<file path="config.mk">
export PLATFORM = sky130hd
export DESIGN_NAME = afn_ctrl
export DESIGN_NICKNAME = d
export VERILOG_FILES = /design/src/rtl/core/afn_pkg.sv /design/src/rtl/core/afn_ctrl.sv
export SDC_FILE = /design/constraint.sdc
export NUM_CORES = 1
export LEC_CHECK = 0
export BUFFER_PORTS_ARGS = -buffer_cell sky130_fd_sc_hd__buf_4
export CORE_MARGIN = 3
export CORE_UTILIZATION = 59
export DETAILED_ROUTE_END_ITERATION = 7
export PLACE_DENSITY_LB_ADDON = 0.3
export SLEW_MARGIN = 40
export SYNTH_ARGS = -nofsm -noshare
export SYNTH_HDL_FRONTEND = slang
export SYNTH_SLANG_ARGS = --single-unit
</file>
<file path="constraint.sdc">
create_clock -name clk -period 3.05 [get_ports clk]
set_clock_uncertainty 0.2 [all_clocks]
set_input_delay 0.1525 -clock clk [delete_from_list [all_inputs] [get_ports clk]]
set_output_delay 0.1525 -clock clk [all_outputs]
set_load 0.03 [all_outputs]
</file>
<file path="src/rtl/core/afn_pkg.sv">
package afn_pkg;

	// fixed field widths
	localparam int NFEAT    = 8;
	localparam int FEAT_W   = 16;
	localparam int WORD_W   = 32;
	localparam int S_DATA_W = NFEAT * FEAT_W;
	localparam int M_DATA_W = 96;
	localparam int CFG_IW   = 4;

	// default matrix size
	localparam int DIM_DEF = 8;

	// register indexes
	localparam logic [CFG_IW-1:0] REG_LR   = 4'd0;
	localparam logic [CFG_IW-1:0] REG_DIMS = 4'd1;

	// register reset values
	localparam logic [31:0] LR_RESET   = 32'd42950;
	localparam logic [3:0]  DIMS_RESET = 4'd8;

	// arithmetic constants
	localparam logic signed [31:0] ONE_Q24       = 32'sh0100_0000;
	localparam logic [30:0]        LN2_Q31       = 31'd1488522236;
	localparam logic signed [31:0] LOG_FLOOR_Q16 = -32'sd1358120;

	// datapath operations
	typedef enum logic [4:0] {
		OP_NONE, OP_LOAD, OP_FBIAS, OP_RD, OP_FMUL, OP_FACC, OP_FZ, OP_FSQ,
		OP_SQACC, OP_LOGGO, OP_LOGACC, OP_ENERGY, OP_LD1, OP_LD2, OP_LD3, OP_NLL,
		OP_BMAG, OP_SC1, OP_SC2, OP_SC3, OP_SC4, OP_BAPPLY, OP_WGR, OP_GMAG,
		OP_WAPPLY, OP_DIVGO, OP_RECIP, OP_RAPPLY, OP_WWR, OP_OUT
	} op_t;

	// which step size scaling is in flight
	typedef enum logic [1:0] {
		K_BIAS, K_GRAD, K_REC
	} kind_t;

	typedef struct packed {
		op_t   op;
		kind_t kind;
	} cmd_t;

	typedef struct packed {
		logic diag_zero;
		logic a_zero;
		logic log_done;
		logic div_done;
		logic mode;
		logic out_free;
	} sts_t;

endpackage

</file>
<file path="src/rtl/core/afn_ctrl.sv">
module afn_ctrl #(
	parameter int DIM = afn_pkg::DIM_DEF
) (
	input  logic                      clk,
	input  logic                      arst_n,
	input  logic                      in_valid,
	output logic                      in_ready,
	input  logic [3:0]                dims,
	input  afn_pkg::sts_t             sts,
	output afn_pkg::cmd_t             cmd,
	output logic [$clog2(DIM+1)-1:0]  r,
	output logic [$clog2(DIM+1)-1:0]  c,
	output logic [((DIM*(DIM+1)/2) > 1 ? $clog2(DIM*(DIM+1)/2) : 1)-1:0] addr
);

	localparam int CW  = $clog2(DIM + 1);
	localparam int TRI = DIM * (DIM + 1) / 2;
	localparam int AW  = (TRI > 1) ? $clog2(TRI) : 1;

	typedef enum logic [4:0] {
		S_IDLE, S_FBIAS, S_FRD, S_FMUL, S_FACC, S_FZ, S_FSQ, S_SQACC, S_LOGGO,
		S_LOGW, S_EN, S_LD1, S_LD2, S_LD3, S_NLL, S_BMAG, S_SC1, S_SC2, S_SC3,
		S_SC4, S_BAPPLY, S_WRD, S_WGR, S_GMAG, S_WAPPLY, S_DIVGO, S_DIVW,
		S_RAPPLY, S_WWR, S_DONE
	} state_t;

	state_t                 state_q;
	logic [CW-1:0]          r_q;
	logic [CW-1:0]          c_q;
	logic [CW-1:0]          n_q;
	logic [AW-1:0]          base_q;
	afn_pkg::kind_t         kind_q;
	logic                   last_c;
	logic                   last_r;
	logic [AW-1:0]          next_base;
	logic                   accept;

	assign in_ready  = (state_q == S_IDLE);
	assign accept    = in_valid && in_ready;
	assign last_c    = (c_q == r_q);
	assign last_r    = ((r_q + CW'(1)) == n_q);
	assign next_base = base_q + AW'(r_q) + AW'(1);
	assign addr      = base_q + AW'(c_q);
	assign r         = r_q;
	assign c         = c_q;

	// command decode
	always_comb begin
		cmd.kind = kind_q;
		unique case (state_q)
			S_IDLE:   cmd.op = accept ? afn_pkg::OP_LOAD : afn_pkg::OP_NONE;
			S_FBIAS:  cmd.op = afn_pkg::OP_FBIAS;
			S_FRD:    cmd.op = afn_pkg::OP_RD;
			S_FMUL:   cmd.op = afn_pkg::OP_FMUL;
			S_FACC:   cmd.op = afn_pkg::OP_FACC;
			S_FZ:     cmd.op = afn_pkg::OP_FZ;
			S_FSQ:    cmd.op = afn_pkg::OP_FSQ;
			S_SQACC:  cmd.op = afn_pkg::OP_SQACC;
			S_LOGGO:  cmd.op = afn_pkg::OP_LOGGO;
			S_LOGW:   cmd.op = sts.log_done ? afn_pkg::OP_LOGACC : afn_pkg::OP_NONE;
			S_EN:     cmd.op = afn_pkg::OP_ENERGY;
			S_LD1:    cmd.op = afn_pkg::OP_LD1;
			S_LD2:    cmd.op = afn_pkg::OP_LD2;
			S_LD3:    cmd.op = afn_pkg::OP_LD3;
			S_NLL:    cmd.op = afn_pkg::OP_NLL;
			S_BMAG:   cmd.op = afn_pkg::OP_BMAG;
			S_SC1:    cmd.op = afn_pkg::OP_SC1;
			S_SC2:    cmd.op = afn_pkg::OP_SC2;
			S_SC3:    cmd.op = afn_pkg::OP_SC3;
			S_SC4:    cmd.op = afn_pkg::OP_SC4;
			S_BAPPLY: cmd.op = afn_pkg::OP_BAPPLY;
			S_WRD:    cmd.op = afn_pkg::OP_RD;
			S_WGR:    cmd.op = afn_pkg::OP_WGR;
			S_GMAG:   cmd.op = afn_pkg::OP_GMAG;
			S_WAPPLY: cmd.op = afn_pkg::OP_WAPPLY;
			S_DIVGO:  cmd.op = afn_pkg::OP_DIVGO;
			S_DIVW:   cmd.op = sts.div_done ? afn_pkg::OP_RECIP : afn_pkg::OP_NONE;
			S_RAPPLY: cmd.op = afn_pkg::OP_RAPPLY;
			S_WWR:    cmd.op = afn_pkg::OP_WWR;
			S_DONE:   cmd.op = sts.out_free ? afn_pkg::OP_OUT : afn_pkg::OP_NONE;
			default:  cmd.op = afn_pkg::OP_NONE;
		endcase
	end

	// sequencer: forward rows, then bias and weight updates when mode is set, then the output
	always_ff @(posedge clk or negedge arst_n) begin
		if (!arst_n) begin
			state_q <= S_IDLE;
			r_q     <= '0;
			c_q     <= '0;
			n_q     <= '0;
			base_q  <= '0;
			kind_q  <= afn_pkg::K_BIAS;
		end else begin
			unique case (state_q)
				S_IDLE: begin
					if (accept) begin
						if (dims == 4'd0)
							n_q <= CW'(1);
						else if (int'(dims) > DIM)
							n_q <= CW'(DIM);
						else
							n_q <= CW'(dims);
						r_q     <= '0;
						base_q  <= '0;
						state_q <= S_FBIAS;
					end
				end
				S_FBIAS: begin
					c_q     <= '0;
					state_q <= S_FRD;
				end
				S_FRD:  state_q <= S_FMUL;
				S_FMUL: state_q <= S_FACC;
				S_FACC: begin
					if (last_c) begin
						state_q <= S_FZ;
					end else begin
						c_q     <= c_q + CW'(1);
						state_q <= S_FRD;
					end
				end
				S_FZ:  state_q <= S_FSQ;
				S_FSQ: state_q <= S_SQACC;
				S_SQACC, S_LOGW: begin
					if (state_q == S_SQACC && !sts.diag_zero) begin
						state_q <= S_LOGGO;
					end else if (state_q == S_SQACC || sts.log_done) begin
						if (last_r) begin
							state_q <= S_EN;
						end else begin
							r_q     <= r_q + CW'(1);
							base_q  <= next_base;
							state_q <= S_FBIAS;
						end
					end
				end
				S_LOGGO: state_q <= S_LOGW;
				S_EN:    state_q <= S_LD1;
				S_LD1:   state_q <= S_LD2;
				S_LD2:   state_q <= S_LD3;
				S_LD3:   state_q <= S_NLL;
				S_NLL: begin
					r_q     <= '0;
					state_q <= sts.mode ? S_BMAG : S_DONE;
				end
				S_BMAG: begin
					kind_q  <= afn_pkg::K_BIAS;
					state_q <= S_SC1;
				end
				S_SC1: state_q <= S_SC2;
				S_SC2: state_q <= S_SC3;
				S_SC3: state_q <= S_SC4;
				S_SC4: begin
					unique case (kind_q)
						afn_pkg::K_GRAD: state_q <= S_WAPPLY;
						afn_pkg::K_REC:  state_q <= S_RAPPLY;
						default:         state_q <= S_BAPPLY;
					endcase
				end
				S_BAPPLY: begin
					if (last_r) begin
						r_q     <= '0;
						c_q     <= '0;
						base_q  <= '0;
						state_q <= S_WRD;
					end else begin
						r_q     <= r_q + CW'(1);
						state_q <= S_BMAG;
					end
				end
				S_WRD: state_q <= S_WGR;
				S_WGR: state_q <= S_GMAG;
				S_GMAG: begin
					kind_q  <= afn_pkg::K_GRAD;
					state_q <= S_SC1;
				end
				S_WAPPLY: state_q <= last_c ? S_DIVGO : S_WWR;
				S_DIVGO: begin
					kind_q  <= afn_pkg::K_REC;
					state_q <= sts.a_zero ? S_SC1 : S_DIVW;
				end
				S_DIVW: begin
					if (sts.div_done)
						state_q <= S_SC1;
				end
				S_RAPPLY: state_q <= S_WWR;
				S_WWR: begin
					if (!last_c) begin
						c_q     <= c_q + CW'(1);
						state_q <= S_WRD;
					end else if (last_r) begin
						state_q <= S_DONE;
					end else begin
						r_q     <= r_q + CW'(1);
						c_q     <= '0;
						base_q  <= next_base;
						state_q <= S_WRD;
					end
				end
				S_DONE: begin
					if (sts.out_free)
						state_q <= S_IDLE;
				end
				default: state_q <= S_IDLE;
			endcase
		end
	end

endmodule

</file>
[Word-level counts from Yosys, hierarchy flattened]
Cells that the tools add are included.
Widths: inputs -> output; s select.
Storage, ports and cells
  output and inout bits: 22
  word-level logic and storage cells: 115
  input bits: 13
  flip-flop bits (word level): 25
Operators by class
  $lt $le $gt $ge: 1
  reduce and logical (&&, ||, !) cells: 18
  multiplexer cells: 42
  eq/ne operators: 43
  add/subtract/negate cells: 5
Operator list (count)
  $pmux 5 s29: 1
  $pmux 5 s28: 1
  $eq 5x5->1 const B: 14
  $mux 4: 17
  $mux 5: 9
  $eq 5x4->1 const B: 8
  $mux 6: 6
  $pmux 6 s4: 1
  $eq 5x3->1 const B: 4
  $pmux 4 s5: 1
  $pmux 4 s4: 1
  $ne 2x2->1 const B: 7
  $add 6x4->6: 2
  $eq 5x2->1 const B: 2
  $add 4x1->4 const B: 2
  $eq 4x4->1: 2
  $pmux 4 s2: 1
  $reduce_and 4->1: 2
  $reduce_bool 4->1: 2
  $add 6x1->6 const B: 1
  $mux 3: 2
  $ne 3x3->1 const B: 2
  $pmux 2 s3: 1
  $reduce_and 6->1: 1
  other kinds (16): 19

[Logic depth before layout (Yosys ltp)]
Gate-level depths: netlist (run 1).
  depth in word-level cells: 6
  mapped depth: 8
  mapped depth without buffers: 8

[Worst setup path after synthesis (run 1)]
No wires, ideal clock.
  path type: register to register
  start: register state_q[4]
  end: register n_q[3]
  clock period less this slack: 2.951 ns
  buffers on the path: 2
  arrival time: 2.626 ns
  slack: 0.099 ns
  setup time: 0.125 ns
  data required time: 2.725 ns
  cell stages (with the launch flop): 7
  cell sequence: dfrtp_1 > buf_2 > or2_1 > dlymetal6s4s_1 > nor4_1 > nand2_1 > mux2_2
On the way
  longest elaborated chain between the ends: 3
Ends and longest elaborated chain
  start, declared: line afn_ctrl.sv:27  | state_t state_q;
  start signal, assigned: line afn_ctrl.sv:145  | state_q <= sts.mode ? S_BMAG : S_DONE;
  $logic_not 5->1 *: line afn_ctrl.sv:38  | assign in_ready = (state_q == S_IDLE);
  via in_ready: line afn_ctrl.sv:7  | output logic in_ready,
  $logic_and 1x1->1: line afn_ctrl.sv:39  | assign accept = in_valid && in_ready;
  $reduce_and 2->1 (no source line) *
  end signal, assigned: line afn_ctrl.sv:101  | n_q <= CW'(DIM);
  end signal, assigned: line afn_ctrl.sv:103  | n_q <= CW'(dims);
  end, declared: line afn_ctrl.sv:30  | logic [CW-1:0] n_q;
Mark *: on every way through the listed nets, which the timed path passes. The rest lies on a longest branch.
A chain may end at the register's enable or synchronous reset.

[Final worst setup path (run 1)]
  start: register state_q[0]
  end: register r_q[3], in the netlist r[3]
On the way
  longest elaborated chain between the ends: 4
  elaborated cells on any way between the ends: 17
  classes of those cells: 9 x eq/ne; 1 x mux; 7 x reduce/logical
Ends and longest elaborated chain
  $eq 5x3->1 (tied with other cells): line afn_ctrl.sv:95, afn_ctrl.sv:126, afn_ctrl.sv:128
  $reduce_or 2->1 (tied with other cells): line afn_ctrl.sv:95  | unique case (state_q)
  $reduce_bool 5->1 (no source line) (tied with other cells)
  $reduce_and 5->1 (no source line)
  end signal, assigned: line afn_ctrl.sv:132  | r_q <= r_q + CW'(1);
  end signal, assigned: line afn_ctrl.sv:168  | r_q <= r_q + CW'(1);
  end signal, assigned: line afn_ctrl.sv:195  | r_q <= r_q + CW'(1);
  end, declared: line afn_ctrl.sv:28  | logic [CW-1:0] r_q;
Parallel ways exist; a longest one is shown, timed or not.

==> flow_summary.toml, run 1 <==
[run_status]
status = "complete, no violations"

[cts]
cts_max_path_buffers = 2
worstSkewPairLatency_ns = 0.28
cts_root_buf = "clkbuf_8"
cts.clk_slew.worst_paths_ns = 0.10
cts_setup_buffers = 0
cts_max_level = 1
cts.sinks = 25
numCtsBuffers = 3
tritoncts = "built"

[worst_setup_path]
cp-end-kind = "register"
worstSetupPathType = "reg2reg"
arrival_ns = 2.77
r2r-start = "state_q[0]"
critPathLaunchType = "register"
critPathRequiredTime_ns = 3.03
r2r_cells = 6
r2r_end = "r[3]"
path_max_fanout = 12
rrSetupSlack_ns = 0.26

[placed_design]
port-buffer-count = 34
post-place-cells = 409
gp_congestion = 1.048
dpl_worst_slack_ns = 0.2792
dpl.hpwl_mm = 5.875

[timing]
setup_viol = 0
worst_slew_pin_slew_ns = 0.5255
finalCritPeriodShare_pct = 91.50
tns_ns = 0
grt_setup_unrepaired = "no"
drv_slew = 0
slew_headroom_pct = 64.69
timing.final.ws_setup_ns = 0.2592
period_minus_slack_ns = 2.791
fmax_mhz = 358.3
finalHoldViolations = 0
holdWs_ns = 0.1126

[yosys]
synthArstFlopShare_pct = 100.0
synth_seq_cells = 25
synthMuxAreaShare_pct = 5.297
synth-main-ff-cell = "dfrtp_1"
synthSimpleGateAreaFrac_pct = 22.12
synth_top_area_share_pct = 24.52
syn_area_sq_um = 2551
synth-edff-count = 0
synth_compound_area_share_pct = 28.00
synth_top_family_by_area = "compound AO/OA/AOI/OAI gates"
synth_area_leaders = "dfrtp_1 25%, o21ai_0 7.8%, ha_1 5.4%"
synth_fa_ha_area_share_pct = 6.964
yosysTopAreaCell = "dfrtp_1"
avgSynthCellArea_sq_um = 7.948
synth-seq-area-share_pct = 24.52
syn-num-nets = 347
synth_xor_area_share_pct = 6.327
syn_inst = 321
ys_types = 63
yosys_warnings = 0

[cells_and_area]
final_cells = 418
seq_area_sq_um = 625.6
drive_gt1_share_pct = 21.20
syn_to_final_growth_pct = 18.83
num-fill-cells = 330
diodes = 0
multiInputGateArea_sq_um = 1753
final_nets = 395
final_util_pct = 74.19

[grt]
grt_pass1_vias = 2534
groute.usage.overall_pct = 31.68
top_usage_layer = "met2"
grt_pass1_wl_mm = 12.74
grt_max_degree = 28
grt_overflow = 0
met1_usage_pct = 46.40
antenna_found_initial = 0
met2_usage_pct = 46.94
use_met3_pct = 7.013

[routing]
drc = 0
final_antenna_net_count = 0
via_per_inst = 6.493
drt_iter0_drc = 356
totalWireLength_mm = 7.881
vias = 2714
wl_per_cell_um = 18.85
drtPass1Iterations = 8

[floorplanning]
die_area_sq_um = 5149
io-pin-count = 35
num_rows = 23
die_w_um = 71.76
initial_core_util_pct = 62.43
fp.dieH_um = 71.76
fp.coreArea_sq_um = 4086

[power_and_ir_drop]
p_leak_nw = 1.372
ir_drop_mv = 0.5354
power_density_nw_per_um2 = 994.5

[flow_run]
maxCapViolations = 0

[hold_path]
hold_path_class = "in2async"
[worst max-delay path, stage by stage, from the launching register on]
cell	delay [ns]
dfrtp_1	0.52
or3b_2	0.56
nor2_1	0.28
nor2_1	0.18
o211ai_1	0.45
nor2_1	0.16
a221o_1	0.34
[layer usage]
layer  vias up  routed length (um)  share of wire [%]
li1       1252                   -                  -
met1      1259                3293                 42
met2       172                3485                 44
met3        31                 905                 11
met4         0                 197                2.5
met5         -                   0                  0
[metrics by stage]
stage                     instance area (sq um)  power (W)
final                                      3032   0.003015
after detailed placement                   2933   0.002725
after global placement                     2933   0.002696
after global routing                       3032   0.003206
after CTS                                  3032   0.002955
after floorplan                            2551   0.002068
[synthesized netlist by cell type (all sizes together), types with 4 or more instances]
cell	n
a211oi	4
a21o	5
a21oi	22
a31oi	5
and2	5
buf	6
clkbuf	11
dfrtp	25
ha	11
inv	17
mux2	6
nand2	26
nand2b	9
nand3	9
nor2	30
nor2b	6
nor3	6
nor4	4
o211ai	4
o21ai	41
o22ai	5
xnor2	8
xor2	7
[worst max-delay path by stage]
stage / from / to / slack [ns] / cells after the start
after CTS: r[0] / r[3] / 0.27 / 8
final: state_q[0] / r[3] / 0.26 / 6
after detailed placement: state_q[0] / r[3] / 0.28 / 6
after global routing: r[0] / r[3] / 0.1 / 8
after global placement: c[1] / base_q[1] / 0.38 / 6
after floorplan: state_q[4] / n_q[3] / 0.1 / 6
[logic make-up after synthesis]
group	after synthesis
AND/OR/NAND/NOR	111
multiplexers	10
XOR/XNOR	16
AO/OA/AOI/OAI	109
buffers and inverters	37
flip-flops	25
adder cells (fa/ha/maj)	13
[layout make-up]
type	instances	area share, %
inverters	19	2.352
flip-flops and latches	25	20.64
multi-input cells	259	57.82
clock buffers	3	1.362
repair buffers	61	15.52
well taps	50	2.064
clock inverters	1	0.2476
[repair_timing]
action,4_1_cts,5_1_grt
gates resized for setup,0,0
setup endpoints to repair,0,0
hold buffers,5,0
endpoints found under the hold margin,29,0
[power breakdown]
group | leakage (nW) | switching, W | internal [W]
sequential | 0.335 | 0.000135 | 0.000422
clock | 0.0217 | 0.000118 | 0.0000930
combinational | 1.02 | 0.00136 | 0.000886
[flip-flops by register name (all words and copies together) (netlist names)]
register / count
kind_q: 2
state_q: 5
n_q: 4
r: 4
base_q: 6
c: 4
[cells in the final DEF, fill, tap and decap left out, types with 8 or more instances in the layout]
cell type / count
buf_4: 56
o21ai_0: 40
nor2_1: 30
nand2_1: 26
dfrtp_1: 25
a21oi_1: 22
inv_1: 17
ha_1: 11
nand2b_1: 9
nand3_1: 9
xnor2_1: 8
No activity file was read; power rests on OpenSTA's default activity.
==> run 2, diff against run 1 <==
--- a/config.mk
+++ b/config.mk
@@ -6,6 +6,7 @@
 export NUM_CORES = 1
 export LEC_CHECK = 0
 export BUFFER_PORTS_ARGS = -buffer_cell sky130_fd_sc_hd__buf_4
+export CORE_ASPECT_RATIO = 1.25
 export CORE_MARGIN = 3
 export CORE_UTILIZATION = 59
 export DETAILED_ROUTE_END_ITERATION = 7
==> run 2 against run 1 <==
Against the previous run: sequential cell count did not move; core utilization is 1.4 points lower; cell count grew 0.24%; fmax shrank 1.7%; largest power group unchanged; global-route usage shrank 1.6 points; first-iteration DRC count fell by 23%; via count decreased by 2.2%; setup slack got worse by 0.048 ns; highest routed layer unchanged; sequential share of layout area is 0.16 points higher; clock power fell by 4%; clock-buffer cell count rose by 1.
==> flow_summary.toml, run 2 (same netlist as run 1, synthesis figures left out) <==
[run_status]
status = "complete, no violations"

[cells_and_area]
final_nets = 390
final_common_cell = "buf_4"
final_cells = 419
diodes = 0
seq_area_sq_um = 625.6
drive_gt1_share_pct = 20.11
syn_to_final_growth_pct = 17.90
final_area_sq_um = 3008
multiInputGateArea_sq_um = 1753
regMostFlops = "base_q"
largest_reg_flops = 6
final_cell_mix = "51 x buf_4, 40 x o21ai_0, 30 x nor2_1"
num-fill-cells = 356
top_regs = "base_q (6), state_q (5)"

[grt]
grt_overflow = 0
grt_max_degree = 26
antenna_found_initial = 0
groute.usage.overall_pct = 30.04
grt_pass1_wl_mm = 12.24
grt_pass1_vias = 2607

[worst_setup_path]
r2r_cells = 6
r2r-start = "r[1]"
cp-end-kind = "register"
arrival_ns = 2.80
critPathLaunchType = "register"
critPathMaxStageDelay_ns = 0.57
rrSetupSlack_ns = 0.21
path_buf_inv = 0
critPathRequiredTime_ns = 3.01
path_max_fanout = 7
critical_path.top_delay_family = "compound AO/OA/AOI/OAI gates"
slowest_stage = "or4_4"
path_cells = "xor2_1 -> or4_4 -> a2111oi_4 -> o21ai_2 -> a221oi_4 -> mux2_4"
r2r_end = "base_q[3]"
worstSetupPathType = "reg2reg"

[timing]
tns_ns = 0
holdWs_ns = 0.07685
worst_slew_pin_slew_ns = 0.5405
timing.final.ws_setup_ns = 0.2112
grt_setup_unrepaired = "no"
period_minus_slack_ns = 2.839
finalCritPeriodShare_pct = 93.08
setup_viol = 0
slew_headroom_pct = 63.97
finalHoldViolations = 0
fmax_mhz = 352.3
drv_slew = 0

[placed_design]
dpl-instance-area_sq_um = 2923
port-buffer-count = 34
gp_congestion = 1.000
dpl.hpwl_mm = 5.701
post-place-cells = 411
dpl_worst_slack_ns = 0.2301

[routing]
drc = 0
final_antenna_net_count = 0
via_per_inst = 6.337
totalWireLength_mm = 7.359
wl_per_cell_um = 17.56
drt_iter0_drc = 273
drtPass1Iterations = 5
vias = 2655

[cts]
cts_max_level = 1
tritoncts = "built"
cts_root_buf = "clkbuf_8"
cts.clk_slew.worst_paths_ns = 0.09
cts_max_path_buffers = 2
worstSkewPairLatency_ns = 0.27
numCtsBuffers = 3
cts.sinks = 25

[hold_path]
holdPathEnd = "n_q[0]"
hp-start = "dims[0]"
hold_depth = 3
hold_path_class = "in2reg"

[floorplanning]
initial_core_util_pct = 61.75
fp.dieH_um = 79.52
fp.coreArea_sq_um = 4131
die_w_um = 64.82
num_rows = 26
io-pin-count = 35
die_area_sq_um = 5154

[power_and_ir_drop]
p_leak_nw = 1.351
ir_drop_mv = 0.5177
power_density_nw_per_um2 = 972.8

[flow_run]
maxCapViolations = 0
[run 2: cell types whose count changed in the layout (fill, tap and decap cells not counted), sizes merged]
| cell | delta |
|---|---|
| clkinvlp | -1 |
| buf | -4 |
| clkbuf | +1 |
| dlygate4sd3 | -1 |
[run 2: worst max-delay path by stage]
| stage | cells after the start | endpoint | startpoint | slack, ns |
|---|---|---|---|---|
| floorplan | 6 | n_q[3] | state_q[4] | 0.1 |
| global placement | 6 | base_q[2] | r[0] | 0.32 |
| detailed placement | 6 | base_q[3] | r[0] | 0.23 |
| CTS | 6 | base_q[3] | r[0] | 0.21 |
| global route | 6 | base_q[3] | r[0] | 0.11 |
| finish | 6 | base_q[3] | r[1] | 0.21 |
[run 2: metrics by stage]
| stage | power (W) | utilization, % |
|---|---|---|
| finish | 0.002926 | 72.80 |
| global route | 0.003139 | 72.80 |
| CTS | 0.002892 | 72.80 |
| detailed placement | 0.002680 | 70.75 |
| global placement | 0.002657 | 70.75 |
| floorplan | 0.002068 | - |
[run 2: layer usage]
| layer | up-vias | global-route usage [%] | wire [um] |
|---|---|---|---|
| met1 | 1260 | 34.62 | 2891 |
| met2 | 119 | 54.55 | 3812 |
| met4 | 0 | 14.80 | 261 |
| li1 | 1253 | - | - |
| met5 | - | 0 | 0 |
| met3 | 23 | 2.958 | 394 |
[run 2: timing repair]
item	4_1_cts	5_1_grt
resized for setup	0	0
hold endpoints to repair	29	0
hold buffers	4	0
setup buffers	0	0
[run 2: tightest hold or removal path, stage by stage]
cell     delay, ns
buf_4         0.07
nor2_1        0.05
o31ai_1       0.24
[run 2: area by class of cell]
| cell class | count | share of cell area (%) |
|---|---|---|
| Inverter | 19 | 2.371 |
| Tap cell | 56 | 2.329 |
| Clock buffer | 4 | 1.498 |
| Multi-Input combinational cell | 259 | 58.28 |
| Sequential cell | 25 | 20.80 |
| Timing Repair Buffer | 56 | 14.73 |
[run 2: where the power goes]
part / internal, W / switching [W] / leakage (nW)
Clock: 0.0000936 / 0.000109 / 0.0228
Sequential: 0.000421 / 0.000183 / 0.335
Combinational: 0.000862 / 0.00126 / 0.993
